===== src/hw/rtl/itp_pkg.sv =====
// shared types, codes and helpers for the infix to postfix converter
`timescale 1ns / 1ps
`default_nettype none

package itp_pkg;

    // input token kinds
    localparam logic [2:0] TK_NUMBER = 3'd0;
    localparam logic [2:0] TK_OPER   = 3'd1;
    localparam logic [2:0] TK_OPEN   = 3'd2;
    localparam logic [2:0] TK_CLOSE  = 3'd3;
    localparam logic [2:0] TK_END    = 3'd4;

    // operator codes
    localparam logic [3:0] OP_PLUS    = 4'd0;
    localparam logic [3:0] OP_MINUS   = 4'd1;
    localparam logic [3:0] OP_TIMES   = 4'd2;
    localparam logic [3:0] OP_DIVIDE  = 4'd3;
    localparam logic [3:0] OP_POWER   = 4'd4;
    localparam logic [3:0] OP_LAST    = 4'd8;
    localparam logic [3:0] PAREN_MARK = 4'd15;

    // result kinds
    localparam logic [1:0] OK_NUMBER = 2'd0;
    localparam logic [1:0] OK_OPER   = 2'd1;
    localparam logic [1:0] OK_ERROR  = 2'd2;

    // error codes
    localparam logic [1:0] ERR_NONE     = 2'd0;
    localparam logic [1:0] ERR_PAREN    = 2'd1;
    localparam logic [1:0] ERR_OVERFLOW = 2'd2;

    typedef enum logic [1:0] {
        S_IDLE,
        S_FETCH,
        S_EXEC
    } t_state;

    // datapath to controller
    typedef struct packed {
        logic is_num;
        logic is_op;
        logic is_open;
        logic is_close;
        logic is_end;
        logic op_known;
        logic op_pow;
        logic empty;
        logic single;
        logic full;
        logic paren_any;
        logic top_paren;
        logic below_paren;
        logic top_stop;
        logic below_stop;
        logic out_free;
    } t_dp_status;

    // controller to datapath
    typedef struct packed {
        logic       latch;
        logic       emit;
        logic [1:0] emit_kind;
        logic [1:0] err_code;
        logic       last;
        logic       pop;
        logic       push;
        logic       push_paren;
        logic       clear;
    } t_dp_cmd;

    function automatic logic [1:0] prec_of(input logic [3:0] op);
        logic [1:0] p;
        p = 2'd0;
        if (op == OP_PLUS || op == OP_MINUS) begin
            p = 2'd1;
        end else if (op == OP_TIMES || op == OP_DIVIDE) begin
            p = 2'd2;
        end else if (op == OP_POWER) begin
            p = 2'd3;
        end
        return p;
    endfunction

endpackage

`default_nettype wire


===== src/hw/rtl/itp_ctrl.sv =====
// controller state machine of the infix to postfix converter
`timescale 1ns / 1ps
`default_nettype none

module itp_ctrl (
    input  wire logic               i_clk,
    input  wire logic               i_rst_n,
    input  wire logic               i_in_valid,
    output logic                    o_in_ready,
    input  wire itp_pkg::t_dp_status i_status,
    output itp_pkg::t_dp_cmd        o_cmd
);
    import itp_pkg::*;

    t_state r_state, n_state;
    logic   w_exec_done;
    logic   w_exec_loop;

    always_ff @(posedge i_clk) begin
        if (!i_rst_n) begin
            r_state <= S_IDLE;
        end else begin
            r_state <= n_state;
        end
    end

    // outputs
    always_comb begin
        o_cmd       = '0;
        o_in_ready  = 1'b0;
        w_exec_done = 1'b0;
        w_exec_loop = 1'b0;
        case (r_state)
            S_IDLE: begin
                o_in_ready  = 1'b1;
                o_cmd.latch = i_in_valid;
            end
            S_FETCH: begin
            end
            S_EXEC: begin
                if (i_status.is_num) begin
                    o_cmd.emit      = 1'b1;
                    o_cmd.emit_kind = OK_NUMBER;
                    o_cmd.last      = 1'b1;
                    w_exec_done     = 1'b1;
                end else if (i_status.is_op && i_status.op_known) begin
                    if (!i_status.op_pow && !i_status.empty && !i_status.top_stop) begin
                        o_cmd.emit      = 1'b1;
                        o_cmd.emit_kind = OK_OPER;
                        o_cmd.last      = i_status.single || i_status.below_stop;
                        o_cmd.pop       = 1'b1;
                        w_exec_loop     = 1'b1;
                    end else if (i_status.full) begin
                        o_cmd.emit      = 1'b1;
                        o_cmd.emit_kind = OK_ERROR;
                        o_cmd.err_code  = ERR_OVERFLOW;
                        o_cmd.last      = 1'b1;
                        o_cmd.clear     = 1'b1;
                        w_exec_done     = 1'b1;
                    end else begin
                        o_cmd.push  = 1'b1;
                        w_exec_done = 1'b1;
                    end
                end else if (i_status.is_open) begin
                    if (i_status.full) begin
                        o_cmd.emit      = 1'b1;
                        o_cmd.emit_kind = OK_ERROR;
                        o_cmd.err_code  = ERR_OVERFLOW;
                        o_cmd.last      = 1'b1;
                        o_cmd.clear     = 1'b1;
                    end else begin
                        o_cmd.push       = 1'b1;
                        o_cmd.push_paren = 1'b1;
                    end
                    w_exec_done = 1'b1;
                end else if (i_status.is_close) begin
                    if (!i_status.paren_any) begin
                        o_cmd.emit      = 1'b1;
                        o_cmd.emit_kind = OK_ERROR;
                        o_cmd.err_code  = ERR_PAREN;
                        o_cmd.last      = 1'b1;
                        o_cmd.clear     = 1'b1;
                        w_exec_done     = 1'b1;
                    end else if (i_status.top_paren) begin
                        o_cmd.pop   = 1'b1;
                        w_exec_done = 1'b1;
                    end else begin
                        o_cmd.emit      = 1'b1;
                        o_cmd.emit_kind = OK_OPER;
                        o_cmd.last      = i_status.below_paren;
                        o_cmd.pop       = 1'b1;
                        w_exec_loop     = 1'b1;
                    end
                end else if (i_status.is_end) begin
                    if (i_status.paren_any) begin
                        o_cmd.emit      = 1'b1;
                        o_cmd.emit_kind = OK_ERROR;
                        o_cmd.err_code  = ERR_PAREN;
                        o_cmd.last      = 1'b1;
                        o_cmd.clear     = 1'b1;
                        w_exec_done     = 1'b1;
                    end else if (i_status.empty) begin
                        w_exec_done = 1'b1;
                    end else begin
                        o_cmd.emit      = 1'b1;
                        o_cmd.emit_kind = OK_OPER;
                        o_cmd.last      = i_status.single;
                        o_cmd.pop       = 1'b1;
                        w_exec_loop     = 1'b1;
                    end
                end else begin
                    w_exec_done = 1'b1;
                end
                // hold everything while the output register is occupied
                if (o_cmd.emit && !i_status.out_free) begin
                    o_cmd       = '0;
                    w_exec_done = 1'b0;
                    w_exec_loop = 1'b0;
                end
            end
            default: begin
            end
        endcase
    end

    // next state
    always_comb begin
        n_state = r_state;
        case (r_state)
            S_IDLE: begin
                if (i_in_valid) begin
                    n_state = S_FETCH;
                end
            end
            S_FETCH: begin
                n_state = S_EXEC;
            end
            S_EXEC: begin
                if (w_exec_loop) begin
                    n_state = S_FETCH;
                end else if (w_exec_done) begin
                    n_state = S_IDLE;
                end
            end
            default: begin
                n_state = S_IDLE;
            end
        endcase
    end

endmodule

`default_nettype wire


===== src/hw/rtl/itp_datapath.sv =====
// operator stack, token registers and output register of the converter
`timescale 1ns / 1ps
`default_nettype none

module itp_datapath #(
    parameter int STACK_DEPTH = 16
) (
    input  wire logic                i_clk,
    input  wire logic                i_rst_n,
    input  wire logic [2:0]          i_token_kind,
    input  wire logic [3:0]          i_operator_code,
    input  wire logic [63:0]         i_number_value,
    input  wire logic                i_out_ready,
    input  wire itp_pkg::t_dp_cmd    i_cmd,
    output itp_pkg::t_dp_status      o_status,
    output logic                     o_out_valid,
    output logic [1:0]               o_out_kind,
    output logic [3:0]               o_out_operator,
    output logic [63:0]              o_out_value,
    output logic [1:0]               o_error_code,
    output logic                     o_last_of_run
);
    import itp_pkg::*;

    localparam int CW = $clog2(STACK_DEPTH + 1);
    localparam int AW = $clog2(STACK_DEPTH);
    localparam logic [CW-1:0] DEPTH_C = CW'(STACK_DEPTH);
    localparam logic [CW-1:0] ONE_C   = CW'(1);
    localparam logic [CW-1:0] TWO_C   = CW'(2);

    logic [3:0]    r_stack [STACK_DEPTH];
    logic [3:0]    r_rd_data;
    logic [3:0]    r_top;
    logic [CW-1:0] r_count;
    logic [CW-1:0] r_paren_cnt;
    logic [2:0]    r_kind;
    logic [3:0]    r_op;
    logic [63:0]   r_value;

    logic [CW-1:0] w_below_idx;
    logic [3:0]    w_push_val;
    logic [1:0]    w_prec;
    logic          w_out_free;

    assign w_below_idx = r_count - TWO_C;
    assign w_push_val  = i_cmd.push_paren ? PAREN_MARK : r_op;
    assign w_prec      = prec_of(r_op);
    assign w_out_free  = !o_out_valid || i_out_ready;

    // stack memory: one write port, one registered read of the entry under the top
    always_ff @(posedge i_clk) begin
        if (i_cmd.push) begin
            r_stack[r_count[AW-1:0]] <= w_push_val;
        end
        r_rd_data <= r_stack[w_below_idx[AW-1:0]];
    end

    always_ff @(posedge i_clk) begin
        if (!i_rst_n) begin
            r_count     <= '0;
            r_paren_cnt <= '0;
        end else if (i_cmd.clear) begin
            r_count     <= '0;
            r_paren_cnt <= '0;
        end else if (i_cmd.push) begin
            r_count <= r_count + ONE_C;
            if (i_cmd.push_paren) begin
                r_paren_cnt <= r_paren_cnt + ONE_C;
            end
        end else if (i_cmd.pop) begin
            r_count <= r_count - ONE_C;
            if (r_top == PAREN_MARK) begin
                r_paren_cnt <= r_paren_cnt - ONE_C;
            end
        end
    end

    always_ff @(posedge i_clk) begin
        if (i_cmd.push) begin
            r_top <= w_push_val;
        end else if (i_cmd.pop) begin
            r_top <= r_rd_data;
        end
        if (i_cmd.latch) begin
            r_kind  <= i_token_kind;
            r_op    <= i_operator_code;
            r_value <= i_number_value;
        end
    end

    always_ff @(posedge i_clk) begin
        if (!i_rst_n) begin
            o_out_valid <= 1'b0;
        end else if (i_cmd.emit) begin
            o_out_valid <= 1'b1;
        end else if (i_out_ready) begin
            o_out_valid <= 1'b0;
        end
    end

    always_ff @(posedge i_clk) begin
        if (i_cmd.emit) begin
            o_out_kind     <= i_cmd.emit_kind;
            o_out_operator <= (i_cmd.emit_kind == OK_OPER) ? r_top : 4'd0;
            o_out_value    <= (i_cmd.emit_kind == OK_NUMBER) ? r_value : 64'd0;
            o_error_code   <= (i_cmd.emit_kind == OK_ERROR) ? i_cmd.err_code : ERR_NONE;
            o_last_of_run  <= i_cmd.last;
        end
    end

    always_comb begin
        o_status             = '0;
        o_status.is_num      = (r_kind == TK_NUMBER);
        o_status.is_op       = (r_kind == TK_OPER);
        o_status.is_open     = (r_kind == TK_OPEN);
        o_status.is_close    = (r_kind == TK_CLOSE);
        o_status.is_end      = (r_kind == TK_END);
        o_status.op_known    = (r_op <= OP_LAST);
        o_status.op_pow      = (r_op == OP_POWER);
        o_status.empty       = (r_count == '0);
        o_status.single      = (r_count == ONE_C);
        o_status.full        = (r_count >= DEPTH_C);
        o_status.paren_any   = (r_paren_cnt != '0);
        o_status.top_paren   = (r_top == PAREN_MARK);
        o_status.below_paren = (r_rd_data == PAREN_MARK);
        o_status.top_stop    = (r_top == PAREN_MARK) || (prec_of(r_top) < w_prec);
        o_status.below_stop  = (r_rd_data == PAREN_MARK) || (prec_of(r_rd_data) < w_prec);
        o_status.out_free    = w_out_free;
    end

    a_count_bound: assert property (@(posedge i_clk) disable iff (!i_rst_n)
        r_count <= DEPTH_C)
        else $error("stack count beyond depth");

    a_paren_bound: assert property (@(posedge i_clk) disable iff (!i_rst_n)
        r_paren_cnt <= r_count)
        else $error("more parens counted than stack entries");

    a_emit_free: assert property (@(posedge i_clk) disable iff (!i_rst_n)
        i_cmd.emit |-> w_out_free)
        else $error("result written over an untaken transaction");

    a_push_pop: assert property (@(posedge i_clk) disable iff (!i_rst_n)
        !(i_cmd.push && (i_cmd.pop || i_cmd.clear)))
        else $error("push together with pop or clear");

    a_push_room: assert property (@(posedge i_clk) disable iff (!i_rst_n)
        i_cmd.push |-> (r_count < DEPTH_C))
        else $error("push onto a full stack");

endmodule

`default_nettype wire


===== src/hw/rtl/infix_to_postfix_converter_top.sv =====
// top level of the shunting-yard infix to postfix converter
`timescale 1ns / 1ps
`default_nettype none

// shunting-yard converter: one token per input transaction, postfix tokens out.
// numbers pass straight through; operators pop stacked operators of equal or
// higher precedence (^ is right associative and never pops), a close paren pops
// down to its open paren, and the end marker drains the stack. an unmatched
// paren or a push onto a full stack gives a single error transaction and clears
// the stack. last_of_run marks the final result of each input token.
// timing: one token is worked on at a time. a token without pops passes through
// accept, stack read and execute; every operator popped to the output repeats the
// stack read and execute, since each such pop waits for the single registered read
// port of the stack memory to deliver the entry beneath the top. the open paren that
// ends a close paren is discarded in the execute step with no further stack read.
// stalls on the output side lengthen this.
// the result register lets the next token be accepted while the last result
// is still waiting to be taken.
module infix_to_postfix_converter_top #(
    parameter int STACK_DEPTH = 16
) (
    input  wire logic        i_clk,
    input  wire logic        i_rst_n,
    // token input channel
    input  wire logic        i_in_valid,
    output logic             o_in_ready,
    input  wire logic [2:0]  i_token_kind,
    input  wire logic [3:0]  i_operator_code,
    input  wire logic [63:0] i_number_value,
    // postfix result channel
    output logic             o_out_valid,
    input  wire logic        i_out_ready,
    output logic [1:0]       o_out_kind,
    output logic [3:0]       o_out_operator,
    output logic [63:0]      o_out_value,
    output logic [1:0]       o_error_code,
    output logic             o_last_of_run
);
    import itp_pkg::*;

    t_dp_status w_status;
    t_dp_cmd    w_cmd;

    // sequencing: accept, read the entry under the top, decide and act
    itp_ctrl u_ctrl (
        .i_clk      (i_clk),
        .i_rst_n    (i_rst_n),
        .i_in_valid (i_in_valid),
        .o_in_ready (o_in_ready),
        .i_status   (w_status),
        .o_cmd      (w_cmd)
    );

    // operator stack, latched token and result register
    itp_datapath #(
        .STACK_DEPTH (STACK_DEPTH)
    ) u_datapath (
        .i_clk           (i_clk),
        .i_rst_n         (i_rst_n),
        .i_token_kind    (i_token_kind),
        .i_operator_code (i_operator_code),
        .i_number_value  (i_number_value),
        .i_out_ready     (i_out_ready),
        .i_cmd           (w_cmd),
        .o_status        (w_status),
        .o_out_valid     (o_out_valid),
        .o_out_kind      (o_out_kind),
        .o_out_operator  (o_out_operator),
        .o_out_value     (o_out_value),
        .o_error_code    (o_error_code),
        .o_last_of_run   (o_last_of_run)
    );

endmodule

`default_nettype wire


===== config.mk =====
export PLATFORM = sky130hd
export DESIGN_NAME = infix_to_postfix_converter_top
export DESIGN_NICKNAME = d
export VERILOG_FILES = /design/src/hw/rtl/itp_pkg.sv /design/src/hw/rtl/itp_ctrl.sv /design/src/hw/rtl/itp_datapath.sv /design/src/hw/rtl/infix_to_postfix_converter_top.sv
export SDC_FILE = /design/constraint.sdc
export NUM_CORES = 1
export LEC_CHECK = 0
export BUFFER_PORTS_ARGS = -buffer_cell sky130_fd_sc_hd__buf_2
export CAP_MARGIN = 5
export CORE_MARGIN = 3
export CORE_UTILIZATION = 56
export DETAILED_ROUTE_END_ITERATION = 8
export GPL_TIMING_DRIVEN = 0
export PLACE_DENSITY = 0.79
export SYNTH_ARGS = -nofsm -noshare
export SYNTH_HDL_FRONTEND = slang
export SYNTH_HIERARCHICAL = 1
export SYNTH_SLANG_ARGS = --single-unit

===== constraint.sdc =====
create_clock -name i_clk -period 5.7 [get_ports i_clk]
set_clock_uncertainty 0.05 [all_clocks]
set_input_delay 1.14 -clock i_clk [delete_from_list [all_inputs] [get_ports i_clk]]
set_output_delay 1.14 -clock i_clk [all_outputs]
set_load 0.01 [all_outputs]

==> results_dict.tcl <==
set metrics [dict create \
    post-cts-setup-buffer-count 0 \
    drv_cap 0 \
    path_class "reg -> reg" \
    finalSetupViolCount 0 \
    ctsHoldBuffers 0 \
    clock.fmax_mhz 197 \
    rows 45 \
    synth_cells 563 \
    p_leak_nw 3.94 \
    coreArea_um2 15500 \
    antenna_cells 0 \
    dieArea_um2 17800 \
    syn_nets 651 \
    cts_tree "built" \
    finalCriticalPeriod_ps 5090 \
    dr.pass1.iters 6 \
    synth-main-ff-cell "edfxtp_1" \
    yosysWarningCount 6 \
    htreeDepth 1 \
    synth_area_leaders "edfxtp_1 70%, and2_1 4.9%, dfxtp_1 3.8%, mux2i_1 2.3%, mux4_1 2.3%" \
    die_h_um 133 \
    gp_congestion 0.890 \
    hold_path_class "reg -> reg" \
    slowest_delay_ps 560 \
    synth_seq_area_share 0.739 \
    drtIter0Drc 371 \
    drive_gt1_frac 0.288 \
    cts_inserted_buffers 24 \
    cts_max_path_buffers 3 \
    critPathSlowestCell "nor3b_1" \
    synth_top_area_frac 0.702 \
    synthToLayoutAreaGrowth_pct 19.7 \
    tns_ps 0 \
    grt_max_degree 75 \
    report.final.hold_viol_count 0 \
    fin_nets 827 \
    synth_edf_count 212 \
    final_max_slew_viol_count 0 \
    wl_per_cell_um 17.9 \
    antenna_found_initial 0 \
    gr-usage-all-layers 0.194 \
    cp_max_fo 10 \
    fp.dieW_um 133 \
    timing.slew.headroom 0.271 \
    ir_drop_mv 0.240 \
    ys_async_sr_fraction 0 \
    viasPerCell 5.40 \
    grt_pass1_vias 5359 \
    vias 5210 \
    critical_path_arrival_ps 5420 \
    cts_resized 0 \
    detail_route.wirelength_um 17300 \
    insertion_delay_ps 500 \
    synth_area_um2 9070 \
    avgSynthCellArea_um2 16.1 \
    cts_num_sinks 229 \
    detail-route-antenna-nets 0 \
    dp_hpwl_um 11800 \
    ys_ff_latch 229 \
    path_clk_slew_ps 60 \
    path_common_cell "inv_1" \
    power_density_nw_per_um2 320 \
    cts-root-buf "clkbuf_16" \
    status "finished, final reports clean" \
    rsz0062_at_grt "false" \
    route.detailed.drc 0 \
    numPortBuffers 149 \
    crit_path_end_kind "flop" \
    period_share 0.892 \
    synth_cell_types 56 \
    synth_area_leader_cell "edfxtp_1" \
    startpoint_type "flop" \
    io_pins 150 \
    overflow 0 \
    worstPathRequired_ps 6030 \
    tightest_slew_ps 1080 \
    crit_chain "clkbuf_1 -> inv_1 -> ha_1 -> nor3b_1 -> nor3_2 -> o311ai_1 -> o311ai_2 -> nor4_1 -> buf_2 -> buf_1 -> inv_1 -> fa_1 -> a21o_1 -> a2111oi_0 -> a31oi_1 -> mux2i_1" \
    grt_pass1_wl_um 27300 \
    timing.hold.ws_ps 444 \
    start_util 0.584 \
]
## area by class of cell
cell class | count | area (um2)
flip-flops and latches | 229 | 6710
fillers | 1044 | 4680
multi-input cells | 301 | 2200
repair buffers | 150 | 766
clock buffers | 29 | 641
well taps | 211 | 264
plain buffers | 21 | 123
clock inverters | 12 | 113
inverters | 12 | 45.0
## critical path: cells and delay by family (launching register included)
family | cells | cell delay, ps
flip-flops | 1 | 370
buffers and inverters | 5 | 1350
adder cells (fa/ha/maj) | 2 | 720
AND/OR/NAND/NOR | 3 | 1040
multiplexers | 1 | 170
AO/OA/AOI/OAI | 5 | 1270
## kinds of logic after synthesis
| kind of cell | Yosys count | share of synthesized area |
|---|---|---|
| xor gates and xnor gates | 9 | 0.00869 |
| DFF | 229 | 0.739 |
| muxes | 32 | 0.0501 |
| and+or+nand+nor | 188 | 0.114 |
| adders and majority gates | 13 | 0.0188 |
| buffers and inverters | 33 | 0.0185 |
| AOI/OAI and AO/OA | 59 | 0.0503 |
## power by group
part | internal (mW) | switching, mW
Sequential | 1.88 | 0.0126
Combinational | 0.0496 | 0.0632
Clock | 0.885 | 0.586
Total | 2.82 | 0.661
## layer usage
layer / vias to the layer above / track usage / wire length (um)
li1: 2461 / - / -
met1: 2507 / 0.235 / 6670
met2: 202 / 0.340 / 8870
met3: 40 / 0.0487 / 1210
met4: 0 / 0.0651 / 560
met5: - / 0 / 0
## registers in the layout, indices dropped and copies added, names as in the netlist
name and count:
u_datapath/o_out_kind 2, u_datapath/r_paren_cnt 5, u_datapath/r_stack 64, u_datapath/r_kind 3, u_datapath/o_error_code 2, u_datapath/o_out_operator 4, u_datapath/o_out_value 64, u_ctrl/r_state 2
u_datapath/o_last_of_run 1, u_datapath/r_rd_data 4, u_datapath/r_top 4, u_datapath/r_op 4, u_datapath/r_count 5, u_datapath/o_out_valid 1, u_datapath/r_value 64
## stage by stage
step | worst slack (ps) | area [um2] | util | power (mW) | instances
after floorplan | 1390 | 9070 | - | 1.99 | 563
after CTS | 566 | 10900 | 0.699 | 3.51 | 965
after detailed placement | 652 | 10100 | 0.650 | 2.04 | 924
final | 615 | 10900 | 0.699 | 3.48 | 965
after global routing | 92.7 | 10900 | 0.699 | 3.59 | 965
after global placement | 717 | 10100 | 0.649 | 2.03 | 923
## worst paths after layout
check | startpoint | slack, ps | endpoint | depth (start not counted)
worst max-delay path | u_datapath/r_count[1] | 610 | u_datapath/r_paren_cnt[4] | 16
worst min-delay path | u_datapath/r_paren_cnt[4] | 440 | u_datapath/r_paren_cnt[4] | 2
worst min register to register | u_datapath/r_paren_cnt[4] | 440 | u_datapath/r_paren_cnt[4] | 2
worst max register to register | u_datapath/r_count[1] | 610 | u_datapath/r_paren_cnt[4] | 16
## cells in the final DEF (no fill, tap or decap), types with 8 or more instances in the layout
cell       Yosys  layout
edfxtp_1     212     212
buf_2          4     153
and2_1        71      71
nor2_1        43      43
nand2_1       26      26
clkbuf_16      0      25
mux2i_1       21      21
dfxtp_1       17      17
clkbuf_1      10      14
ha_1          12      12
inv_1         12      11
o21ai_0       10      10
or2_2          9       9
nand2b_1       8       8
a221oi_1       8       8
mux4_1         8       8
## cell usage after synthesis, types with 9 or more instances
cell	instances
mux2i_1	21
nor2_1	43
dfxtp_1	17
inv_1	12
clkbuf_1	10
o21ai_0	10
edfxtp_1	212
or2_2	9
nand2_1	26
ha_1	12
and2_1	71
Power figures use the tool's default switching activity.
